==> config.mk <==
export PLATFORM = sky130hd
export DESIGN_NAME = color_key_layer_compositor
export DESIGN_NICKNAME = d
export VERILOG_FILES = /design/src/hw/rtl/ckc_pkg.sv /design/src/hw/rtl/ckc_front.sv /design/src/hw/rtl/ckc_queue.sv /design/src/hw/rtl/ckc_back.sv /design/src/hw/rtl/color_key_layer_compositor.sv
export VERILOG_INCLUDE_DIRS = /design/src /design/src/hw/rtl
export SDC_FILE = /design/constraint.sdc
export NUM_CORES = 2
export LEC_CHECK = 0
export BUFFER_PORTS_ARGS = -buffer_cell sky130_fd_sc_hd__buf_4
export CORE_MARGIN = 2
export CORE_UTILIZATION = 55
export DETAILED_ROUTE_END_ITERATION = 10
export PLACE_DENSITY_LB_ADDON = 0.3
export SLEW_MARGIN = 15
export SYNTH_ARGS = -nofsm -noshare
export SYNTH_HDL_FRONTEND = slang
export SYNTH_SLANG_ARGS = --single-unit
==> constraint.sdc <==
create_clock -name clk -period 4.7 [get_ports clk]
set_clock_uncertainty 0.15 [all_clocks]
set_input_delay 0.94 -clock clk [delete_from_list [all_inputs] [get_ports clk]]
set_output_delay 0.94 -clock clk [all_outputs]
set_load 0.005 [all_outputs]
==> src/hw/rtl/assert_macros.svh <==
`ifndef ASSERT_MACROS_SVH
`define ASSERT_MACROS_SVH

// same-cycle implication, clocked on clk, off during reset
`define CKC_ASSERT_IMP(lbl, ante, cons) \
	lbl: assert property (@(posedge clk) disable iff (!arst_n) (ante) |-> (cons)) \
		else $error("ckc assertion failed");

// next-cycle implication, clocked on clk, off during reset
`define CKC_ASSERT_NXT(lbl, ante, cons) \
	lbl: assert property (@(posedge clk) disable iff (!arst_n) (ante) |=> (cons)) \
		else $error("ckc assertion failed");

`endif

==> src/hw/rtl/ckc_pkg.sv <==
package ckc_pkg;

	localparam int CFG_W     = 64;
	localparam int CFG_IDX_W = 3;
	localparam int ROW_W     = 13;
	localparam int Q_DEPTH   = 4;
	localparam int Q_AW      = 2;

	localparam logic [1:0]  PC_READY  = 2'd3;
	localparam logic [15:0] KEY_RESET = 16'hF81F;

	localparam logic [1:0] FUNC_MARK     = 2'd0;
	localparam logic [1:0] FUNC_MARK_ALL = 2'd1;
	localparam logic [1:0] FUNC_PIXEL    = 2'd2;
	localparam logic [1:0] FUNC_END      = 2'd3;

	localparam logic [CFG_IDX_W-1:0] REG_KEY         = CFG_IDX_W'(0);
	localparam logic [CFG_IDX_W-1:0] REG_LAYERS      = CFG_IDX_W'(1);
	localparam logic [CFG_IDX_W-1:0] REG_BG_SIZE     = CFG_IDX_W'(2);
	localparam logic [CFG_IDX_W-1:0] REG_WEATHER_WIN = CFG_IDX_W'(3);
	localparam logic [CFG_IDX_W-1:0] REG_CHAR_WIN    = CFG_IDX_W'(4);

	typedef struct packed {
		logic [1:0]         func;
		logic [8:0]         pix_x;
		logic [7:0]         pix_y;
		logic signed [15:0] row_start;
		logic signed [15:0] row_count;
		logic [15:0]        old_pixel;
		logic [15:0]        bg_pixel;
		logic [15:0]        stream_pixel;
		logic [15:0]        weather_pixel;
		logic [15:0]        char_pixel;
	} ckc_in_t;

	typedef struct packed {
		logic [15:0] pixel_out;
		logic        write_enable;
		logic [8:0]  dirty_rows;
	} ckc_out_t;

	typedef enum logic [1:0] {
		OP_MARK  = 2'd0,
		OP_PIXEL = 2'd1,
		OP_END   = 2'd2
	} ckc_op_t;

	typedef struct packed {
		ckc_op_t          op;
		logic             hit;
		logic [15:0]      new_pix;
		logic [15:0]      old_pix;
		logic [ROW_W-1:0] row_lo;
		logic [ROW_W-1:0] row_hi;
	} ckc_entry_t;

	typedef struct packed {
		logic pop;
		logic fire_out;
		logic end_fire;
		logic dirty_any;
	} ckc_back_stat_t;

	function automatic logic [15:0] swap16(input logic [15:0] v);
		return {v[7:0], v[15:8]};
	endfunction

endpackage

==> src/hw/rtl/ckc_front.sv <==
module ckc_front #(
	parameter int FRAME_W = 512,
	parameter int FRAME_H = 256
) (
	input  logic                           clk,
	input  logic                           arst_n,
	input  logic                           cfg_we,
	input  logic [ckc_pkg::CFG_IDX_W-1:0]  cfg_index,
	input  logic [ckc_pkg::CFG_W-1:0]      cfg_data,
	input  ckc_pkg::ckc_in_t               item,
	output ckc_pkg::ckc_entry_t            entry
);
	import ckc_pkg::*;

	localparam logic signed [17:0] FH_S = 18'(FRAME_H);

	logic [15:0] key_q;
	logic [3:0]  en_q;
	logic [31:0] bg_q;
	logic [63:0] wwin_q;
	logic [63:0] cwin_q;

	logic signed [17:0] x_s, y_s;
	logic signed [17:0] ys, cnt, ye, lo, hi;
	logic               x_in_w, y_in_h, bg_on, bg_col, st_ok, w_hit, c_hit;
	logic [15:0]        cur;

	function automatic logic in_win(input logic [63:0] win, input logic signed [17:0] x,
			input logic signed [17:0] y);
		logic signed [17:0] wx, wy, xe, ye_w;
		wx   = 18'(signed'(win[15:0]));
		wy   = 18'(signed'(win[31:16]));
		xe   = wx + signed'({2'b00, win[47:32]});
		ye_w = wy + signed'({2'b00, win[63:48]});
		return (y >= wy) && (y < ye_w) && (x >= wx) && (x < xe);
	endfunction

	always_ff @(posedge clk or negedge arst_n) begin
		if (!arst_n) begin
			key_q  <= KEY_RESET;
			en_q   <= '0;
			bg_q   <= '0;
			wwin_q <= '0;
			cwin_q <= '0;
		end else if (cfg_we) begin
			case (cfg_index)
				REG_KEY:         key_q  <= cfg_data[15:0];
				REG_LAYERS:      en_q   <= cfg_data[3:0];
				REG_BG_SIZE:     bg_q   <= cfg_data[31:0];
				REG_WEATHER_WIN: wwin_q <= cfg_data;
				REG_CHAR_WIN:    cwin_q <= cfg_data;
				default: ;
			endcase
		end
	end

	always_comb begin
		x_s    = signed'({9'd0, item.pix_x});
		y_s    = signed'({10'd0, item.pix_y});
		x_in_w = {23'd0, item.pix_x} < 32'(FRAME_W);
		y_in_h = {24'd0, item.pix_y} < 32'(FRAME_H);
		bg_on  = en_q[0] && ({8'd0, item.pix_y} < bg_q[31:16]);
		bg_col = ({7'd0, item.pix_x} < bg_q[15:0]) && x_in_w;
		st_ok  = en_q[1] && (item.stream_pixel != key_q);
		w_hit  = en_q[2] && in_win(wwin_q, x_s, y_s) && x_in_w && (item.weather_pixel != key_q);
		c_hit  = en_q[3] && in_win(cwin_q, x_s, y_s) && x_in_w && (item.char_pixel != key_q);

		// base layer
		if (bg_on) begin
			if (bg_col) begin
				cur = swap16(st_ok ? item.stream_pixel : item.bg_pixel);
			end else begin
				cur = item.old_pixel;
			end
		end else begin
			cur = st_ok ? swap16(item.stream_pixel) : 16'd0;
		end
		if (w_hit) begin
			cur = swap16(item.weather_pixel);
		end
		if (c_hit) begin
			cur = swap16(item.char_pixel);
		end

		// clipped mark range
		ys  = 18'(signed'(item.row_start));
		cnt = 18'(signed'(item.row_count));
		ye  = ys + cnt;
		if (ys < 18'sd0) begin
			lo = 18'sd0;
		end else if (ys > FH_S) begin
			lo = FH_S;
		end else begin
			lo = ys;
		end
		if (cnt <= 18'sd0 || ye < 18'sd0) begin
			hi = 18'sd0;
		end else if (ye > FH_S) begin
			hi = FH_S;
		end else begin
			hi = ye;
		end

		entry.hit     = 1'b0;
		entry.new_pix = cur;
		entry.old_pix = item.old_pixel;
		entry.row_lo  = ROW_W'(lo);
		entry.row_hi  = ROW_W'(hi);
		case (item.func)
			FUNC_MARK: begin
				entry.op = OP_MARK;
			end
			FUNC_MARK_ALL: begin
				entry.op     = OP_MARK;
				entry.row_lo = '0;
				entry.row_hi = ROW_W'(FRAME_H);
			end
			FUNC_PIXEL: begin
				entry.op     = OP_PIXEL;
				entry.hit    = x_in_w && y_in_h;
				entry.row_lo = ROW_W'(item.pix_y);
			end
			FUNC_END: begin
				entry.op = OP_END;
			end
			default: begin
				entry.op = OP_END;
			end
		endcase
	end

endmodule

==> src/hw/rtl/ckc_queue.sv <==
module ckc_queue (
	input  logic                 clk,
	input  logic                 arst_n,
	input  logic                 push,
	input  ckc_pkg::ckc_entry_t  wr_entry,
	output logic                 full,
	output logic                 valid,
	output ckc_pkg::ckc_entry_t  head,
	input  logic                 pop
);
	import ckc_pkg::*;

	ckc_entry_t      mem_q [Q_DEPTH];
	logic [Q_AW-1:0] wr_ptr_q, rd_ptr_q;
	logic [Q_AW:0]   cnt_q;
	logic            do_push, do_pop;

	assign full    = cnt_q == (Q_AW + 1)'(Q_DEPTH);
	assign valid   = cnt_q != '0;
	assign head    = mem_q[rd_ptr_q];
	assign do_push = push && !full;
	assign do_pop  = pop && valid;

	always_ff @(posedge clk) begin
		if (do_push) begin
			mem_q[wr_ptr_q] <= wr_entry;
		end
	end

	always_ff @(posedge clk or negedge arst_n) begin
		if (!arst_n) begin
			wr_ptr_q <= '0;
			rd_ptr_q <= '0;
			cnt_q    <= '0;
		end else begin
			if (do_push) begin
				wr_ptr_q <= wr_ptr_q + 1'b1;
			end
			if (do_pop) begin
				rd_ptr_q <= rd_ptr_q + 1'b1;
			end
			case ({do_push, do_pop})
				2'b10:   cnt_q <= cnt_q + 1'b1;
				2'b01:   cnt_q <= cnt_q - 1'b1;
				default: cnt_q <= cnt_q;
			endcase
		end
	end

endmodule

==> src/hw/rtl/ckc_back.sv <==
module ckc_back #(
	parameter int FRAME_H = 256
) (
	input  logic                     clk,
	input  logic                     arst_n,
	input  logic                     q_valid,
	input  ckc_pkg::ckc_entry_t      head,
	output logic                     pop,
	output logic                     out_valid,
	input  logic                     out_stall,
	output ckc_pkg::ckc_out_t        out_item,
	output ckc_pkg::ckc_back_stat_t  stat
);
	import ckc_pkg::*;

	localparam int RW  = $clog2(FRAME_H);
	localparam int HW  = $clog2(FRAME_H + 1);
	localparam int NG  = (FRAME_H + 7) / 8;
	localparam int NG2 = (NG + 7) / 8;

	logic [FRAME_H-1:0] dirty_q;
	logic [FRAME_H-1:0] mark_mask;
	logic [3:0]         grp_d  [NG];
	logic [3:0]         grp_s1 [NG];
	logic [6:0]         sum_d  [NG2];
	logic [6:0]         sum_s2 [NG2];
	logic [HW-1:0]      total_d, total_s3;
	logic [1:0]         wait_q;
	logic               out_valid_q;
	ckc_out_t           out_q;

	logic          out_free, end_ready, row_dirty, fire_out;
	logic [RW-1:0] row_idx;
	logic [8:0]    dcount;

	assign out_free  = !out_valid_q || !out_stall;
	assign end_ready = wait_q == PC_READY;
	assign row_idx   = head.row_lo[RW-1:0];
	assign row_dirty = head.hit && dirty_q[row_idx];
	assign dcount    = (32'(total_s3) > 32'd511) ? 9'd511 : 9'(total_s3);

	always_comb begin
		case (head.op)
			OP_MARK:  pop = q_valid;
			OP_PIXEL: pop = q_valid && out_free;
			OP_END:   pop = q_valid && out_free && end_ready;
			default:  pop = q_valid;
		endcase
		fire_out = pop && (head.op == OP_PIXEL || head.op == OP_END);
	end

	always_comb begin
		for (int r = 0; r < FRAME_H; r++) begin
			mark_mask[r] = (ROW_W'(r) >= head.row_lo) && (ROW_W'(r) < head.row_hi);
		end
	end

	// population count tree of the dirty bits
	always_comb begin
		for (int g = 0; g < NG; g++) begin
			grp_d[g] = '0;
			for (int b = 0; b < 8; b++) begin
				if (8 * g + b < FRAME_H) begin
					grp_d[g] = grp_d[g] + 4'(dirty_q[8 * g + b]);
				end
			end
		end
		for (int k = 0; k < NG2; k++) begin
			sum_d[k] = '0;
			for (int j = 0; j < 8; j++) begin
				if (8 * k + j < NG) begin
					sum_d[k] = sum_d[k] + 7'(grp_s1[8 * k + j]);
				end
			end
		end
		total_d = '0;
		for (int k = 0; k < NG2; k++) begin
			total_d = total_d + HW'(sum_s2[k]);
		end
	end

	always_ff @(posedge clk) begin
		grp_s1   <= grp_d;
		sum_s2   <= sum_d;
		total_s3 <= total_d;
		if (fire_out) begin
			if (head.op == OP_PIXEL) begin
				out_q.pixel_out    <= row_dirty ? head.new_pix : head.old_pix;
				out_q.write_enable <= row_dirty;
				out_q.dirty_rows   <= '0;
			end else begin
				out_q.pixel_out    <= '0;
				out_q.write_enable <= 1'b0;
				out_q.dirty_rows   <= dcount;
			end
		end
	end

	always_ff @(posedge clk or negedge arst_n) begin
		if (!arst_n) begin
			dirty_q     <= '1;
			wait_q      <= '0;
			out_valid_q <= 1'b0;
		end else begin
			if (pop && head.op == OP_MARK) begin
				dirty_q <= dirty_q | mark_mask;
			end else if (pop && head.op == OP_END) begin
				dirty_q <= '0;
			end
			// count settles once the dirty bits stay still through the tree
			if (pop) begin
				wait_q <= '0;
			end else if (q_valid && head.op == OP_END && !end_ready) begin
				wait_q <= wait_q + 1'b1;
			end
			if (fire_out) begin
				out_valid_q <= 1'b1;
			end else if (!out_stall) begin
				out_valid_q <= 1'b0;
			end
		end
	end

	assign out_valid = out_valid_q;
	assign out_item  = out_q;

	assign stat.pop       = pop;
	assign stat.fire_out  = fire_out;
	assign stat.end_fire  = pop && head.op == OP_END;
	assign stat.dirty_any = |dirty_q;

endmodule

==> src/hw/rtl/color_key_layer_compositor.sv <==
// with the queue empty and the output free, a pixel beat is written into the queue, then
//   popped and its result registered; an end-frame beat also waits for the dirty-row count
// throughput: one beat per cycle while the output does not stall; an end-frame beat holds
//   the back end while the registered population count of the dirty bits settles
// a 4-entry queue parts the classifying front end from the dirty-row back end
// reset: all rows dirty, key color 0xF81F, other registers zero, no clearing pass
`include "assert_macros.svh"

module color_key_layer_compositor #(
	parameter int FRAME_W = 512,
	parameter int FRAME_H = 256
) (
	input  logic                           clk,
	input  logic                           arst_n,
	input  logic                           in_valid,
	output logic                           in_stall,
	input  ckc_pkg::ckc_in_t               in_item,
	output logic                           out_valid,
	input  logic                           out_stall,
	output ckc_pkg::ckc_out_t              out_item,
	input  logic                           cfg_we,
	input  logic [ckc_pkg::CFG_IDX_W-1:0]  cfg_index,
	input  logic [ckc_pkg::CFG_W-1:0]      cfg_data
);
	import ckc_pkg::*;

	ckc_entry_t     wr_entry;
	ckc_entry_t     head;
	logic           q_full, q_valid, pop;
	ckc_back_stat_t stat;

	ckc_front #(
		.FRAME_W (FRAME_W),
		.FRAME_H (FRAME_H)
	) u_front (
		.clk       (clk),
		.arst_n    (arst_n),
		.cfg_we    (cfg_we),
		.cfg_index (cfg_index),
		.cfg_data  (cfg_data),
		.item      (in_item),
		.entry     (wr_entry)
	);

	ckc_queue u_queue (
		.clk      (clk),
		.arst_n   (arst_n),
		.push     (in_valid),
		.wr_entry (wr_entry),
		.full     (q_full),
		.valid    (q_valid),
		.head     (head),
		.pop      (pop)
	);

	ckc_back #(
		.FRAME_H (FRAME_H)
	) u_back (
		.clk       (clk),
		.arst_n    (arst_n),
		.q_valid   (q_valid),
		.head      (head),
		.pop       (pop),
		.out_valid (out_valid),
		.out_stall (out_stall),
		.out_item  (out_item),
		.stat      (stat)
	);

	assign in_stall = q_full;

	`CKC_ASSERT_IMP(a_pop_nonempty, stat.pop, q_valid)
	`CKC_ASSERT_NXT(a_end_clears, stat.end_fire, !stat.dirty_any)
	`CKC_ASSERT_NXT(a_result_shown, stat.fire_out, out_valid)

endmodule

==> run summary <==
Placed Cells -> 6234
port buffer count -> 230
register area share after synthesis -> 43.1%
Synth Flop Type -> edfxtp_1
worst-case reg-to-reg path depth -> 18
failing checks -> setup timing
Arrival @ worst endpoint -> 5.05 ns
WL final -> 169000 um
share of cells above drive strength 1 -> 23.9%
relative slew slack -> 17.2%
hold bufs inserted after CTS -> 0
commonest non-fill, non-tap cell in the layout -> inv_1
RSZ-0062 raised after global routing -> yes
htree depth -> 3
residual DRC count -> 0
Leak -> 0.0258 uW
die width -> 314 um
Core Rows -> 113
Avg Cell Area, Syn -> 11.2 sq um
total track usage -> 33.9%
post-detailed-route wirelength per cell -> 26.4 um
CP Launch Type -> flip-flop
status -> finished with violations
initial antenna violation count -> 8
Max Cap Viol -> 0
Yosys cell types -> 94
Crit Path Class -> flip-flop to flip-flop
synth warn -> 0
Pre-antenna DRT Iters -> 7
Post-synth EDFFs -> 266
peak supply drop -> 0.000482 V
Total Power -> 38500 uW
NumNets Final -> 5840
gpl congestion -> 1.06
root cell of the clock tree -> clkbuf_16
# clock sinks -> 877
die height -> 314 um
Critical R2R Launch -> u_front.wwin_q[48]
Max clock buf depth -> 3
Core Footprint -> 95200 sq um
Inserted Clock Buffers -> 95
vias in the first global route -> 40500
final slew viol count -> 0
Post-Layout Cell Count -> 6424
Worst Tran Pin Value -> 1.24 ns
final instance area -> 61200 sq um
setup TNS -> -2.56 ns
via count -> 40500
most frequent cells in the layout -> inv_1, buf_4, ha_1
die area -> 98700 sq um
largest net degree at the start of global routing -> 113
#FFs+latches synth -> 877
Final HPWL DP -> 121000 um
Tmin final -> 4.76 ns
Mapped Area -> 52900 sq um
Top-Level Pins -> 231
grt total ovfl -> 0
Critical Path RT -> 4.98 ns
hold_ws -> 0.0811 ns
Max FO, Critical Path -> 8
Fmax achieved -> 0.210 GHz
Tcrit/Tclk final -> 101%
Starting DRT DRC Count -> 4524
Placement Cell Area -> 57100 sq um
first-pass GRT wire length -> 251000 um
Setup WS post-layout -> -0.0646 ns
PwrDens -> 629 nW/um^2
Initial Util -> 55.6%
via density per instance -> 6.30
Fin. Hold Viols -> 0
Cells after Synth -> 4740
Finish-stage setup viols -> 63
clock slew at reported path FFs -> 0.07 ns
Layout area overhead -> 15.7%
post-route ant nets -> 0
FFs w/ async S/R, synth -> 50.9%
CTS tree -> yes
min-delay worst type -> input pin to async pin
Setup crit start -> u_front.wwin_q[48]
CP endpoint kind -> flip-flop
Clock Latency Late Sink -> 0.71 ns
==> flip-flops by register name (all words and copies together) (netlist names), 9 cells and up <==
signal and cells:
u_front.key_q 16, u_queue.mem_q 240, u_back.sum_s2 28, u_back.dirty_q 256, u_back.grp_s1 128, u_front.wwin_q 64
u_front.bg_q 32, u_front.cwin_q 64, u_back.out_item 26, u_back.dcount 9
==> per-stage QoR <==
stage          setup slack, ns  util (%)
2_1_floorplan            0.252         -
3_3_place_gp            0.0411      60.0
3_5_place_dp            -0.129      60.0
4_1_cts                0.00454      63.6
5_1_grt                 -0.226      64.3
6_report               -0.0646      64.3
==> logic make-up after synthesis <==
logic type | Yosys count | share of synthesized area, %
AO/OA/AOI/OAI | 1130 | 15.0
XOR/XNOR | 153 | 2.53
adder cells (fa/ha/maj) | 564 | 16.4
buffers and inverters | 840 | 6.36
flip-flops | 877 | 43.1
multiplexers | 298 | 8.47
other | 1 | 0.00709
AND/OR/NAND/NOR | 877 | 8.10
==> synthesized netlist by cell type (all sizes together) (13+ instances only) <==
master / instances / area (sq um)
xnor2: 74 / 648
buf: 46 / 362
a31oi: 19 / 119
nand2b: 42 / 263
dfrtp: 180 / 4500
o31ai: 31 / 238
nor4: 43 / 269
nor2b: 83 / 519
nand4: 14 / 87.6
a22o: 129 / 1130
a22oi: 66 / 495
inv: 616 / 2310
o211ai: 39 / 298
o21bai: 13 / 97.6
nor2: 152 / 573
o21ai: 239 / 1200
a221oi: 21 / 184
a32o: 124 / 1240
edfxtp: 266 / 7990
a21oi: 240 / 1200
dfstp: 266 / 6990
mux4: 103 / 2330
and2: 21 / 134
nand2: 317 / 1190
dfxtp: 165 / 3300
o21a: 21 / 158
o221ai: 22 / 193
fa: 219 / 4380
xor2: 79 / 692
mux2i: 41 / 410
a2111oi: 13 / 133
a21o: 56 / 420
nand3: 59 / 295
a211oi: 19 / 143
ha: 345 / 4320
mux2: 154 / 1730
nor3: 52 / 260
and3: 15 / 95.1
or2: 13 / 81.3
nor3b: 24 / 180
clkbuf: 173 / 649
==> power by group <==
group / internal [uW] / switching (uW)
sequential: 10500 / 1360
combinational: 7030 / 11600
clock: 4590 / 3370
==> worst paths after layout <==
| kind | end | slack [ns] |
|---|---|---|
| worst max-delay path | u_queue.mem_q[0][49] | -0.06 |
| min in group clk | u_queue.mem_q[1][28] | 0.29 |
| worst max register to register | u_queue.mem_q[0][49] | -0.06 |
| max in group asynchronous | u_back.dirty_q[207] | 3.23 |
| worst min register to register | u_back.sum_s2[7] | 0.30 |
| worst min-delay path | u_front.bg_q[29] | 0.08 |
==> repair_timing <==
action | in CTS | in global routing
pin swaps | 1 | 34
cloned | 0 | 1
setup endpoints to repair | 64 | 68
buffers inserted | 0 | 6
resized for setup | 18 | 89
==> final cells by class <==
class	instances	area, sq um
repair buffers	428	3470
clock inverters	53	716
diodes	4	10.0
clock buffers	126	2660
fillers	7230	33900
well taps	1265	1580
flip-flops and latches	877	22800
inverters	617	2320
multi-input cells	3054	27700
==> worst max-delay path, stage by stage, from the launching register on <==
cell	delay [ns]
dfrtp_1	0.41
ha_4	0.18
fa_2	0.34
a211o_1	0.29
nand2_2	0.08
nand2b_1	0.08
a21oi_2	0.16
xor2_1	0.09
ha_2	0.34
o32ai_2	0.09
a2111oi_2	0.33
nand4_1	0.13
or4_1	0.42
nor4_2	0.25
a311o_1	0.29
o211ai_4	0.17
buf_12	0.22
a221oi_4	0.32
o31ai_2	0.14
==> routing by layer <==
layer | global-route usage (%) | vias up | routed length, um
li1 | - | 17600 | -
met1 | 43.3 | 20100 | 63600
met2 | 52.3 | 2237 | 77400
met3 | 8.83 | 551 | 16500
met4 | 19.9 | 10 | 11800
met5 | 0 | - | 70
No activity file was read; power rests on OpenSTA's default activity.
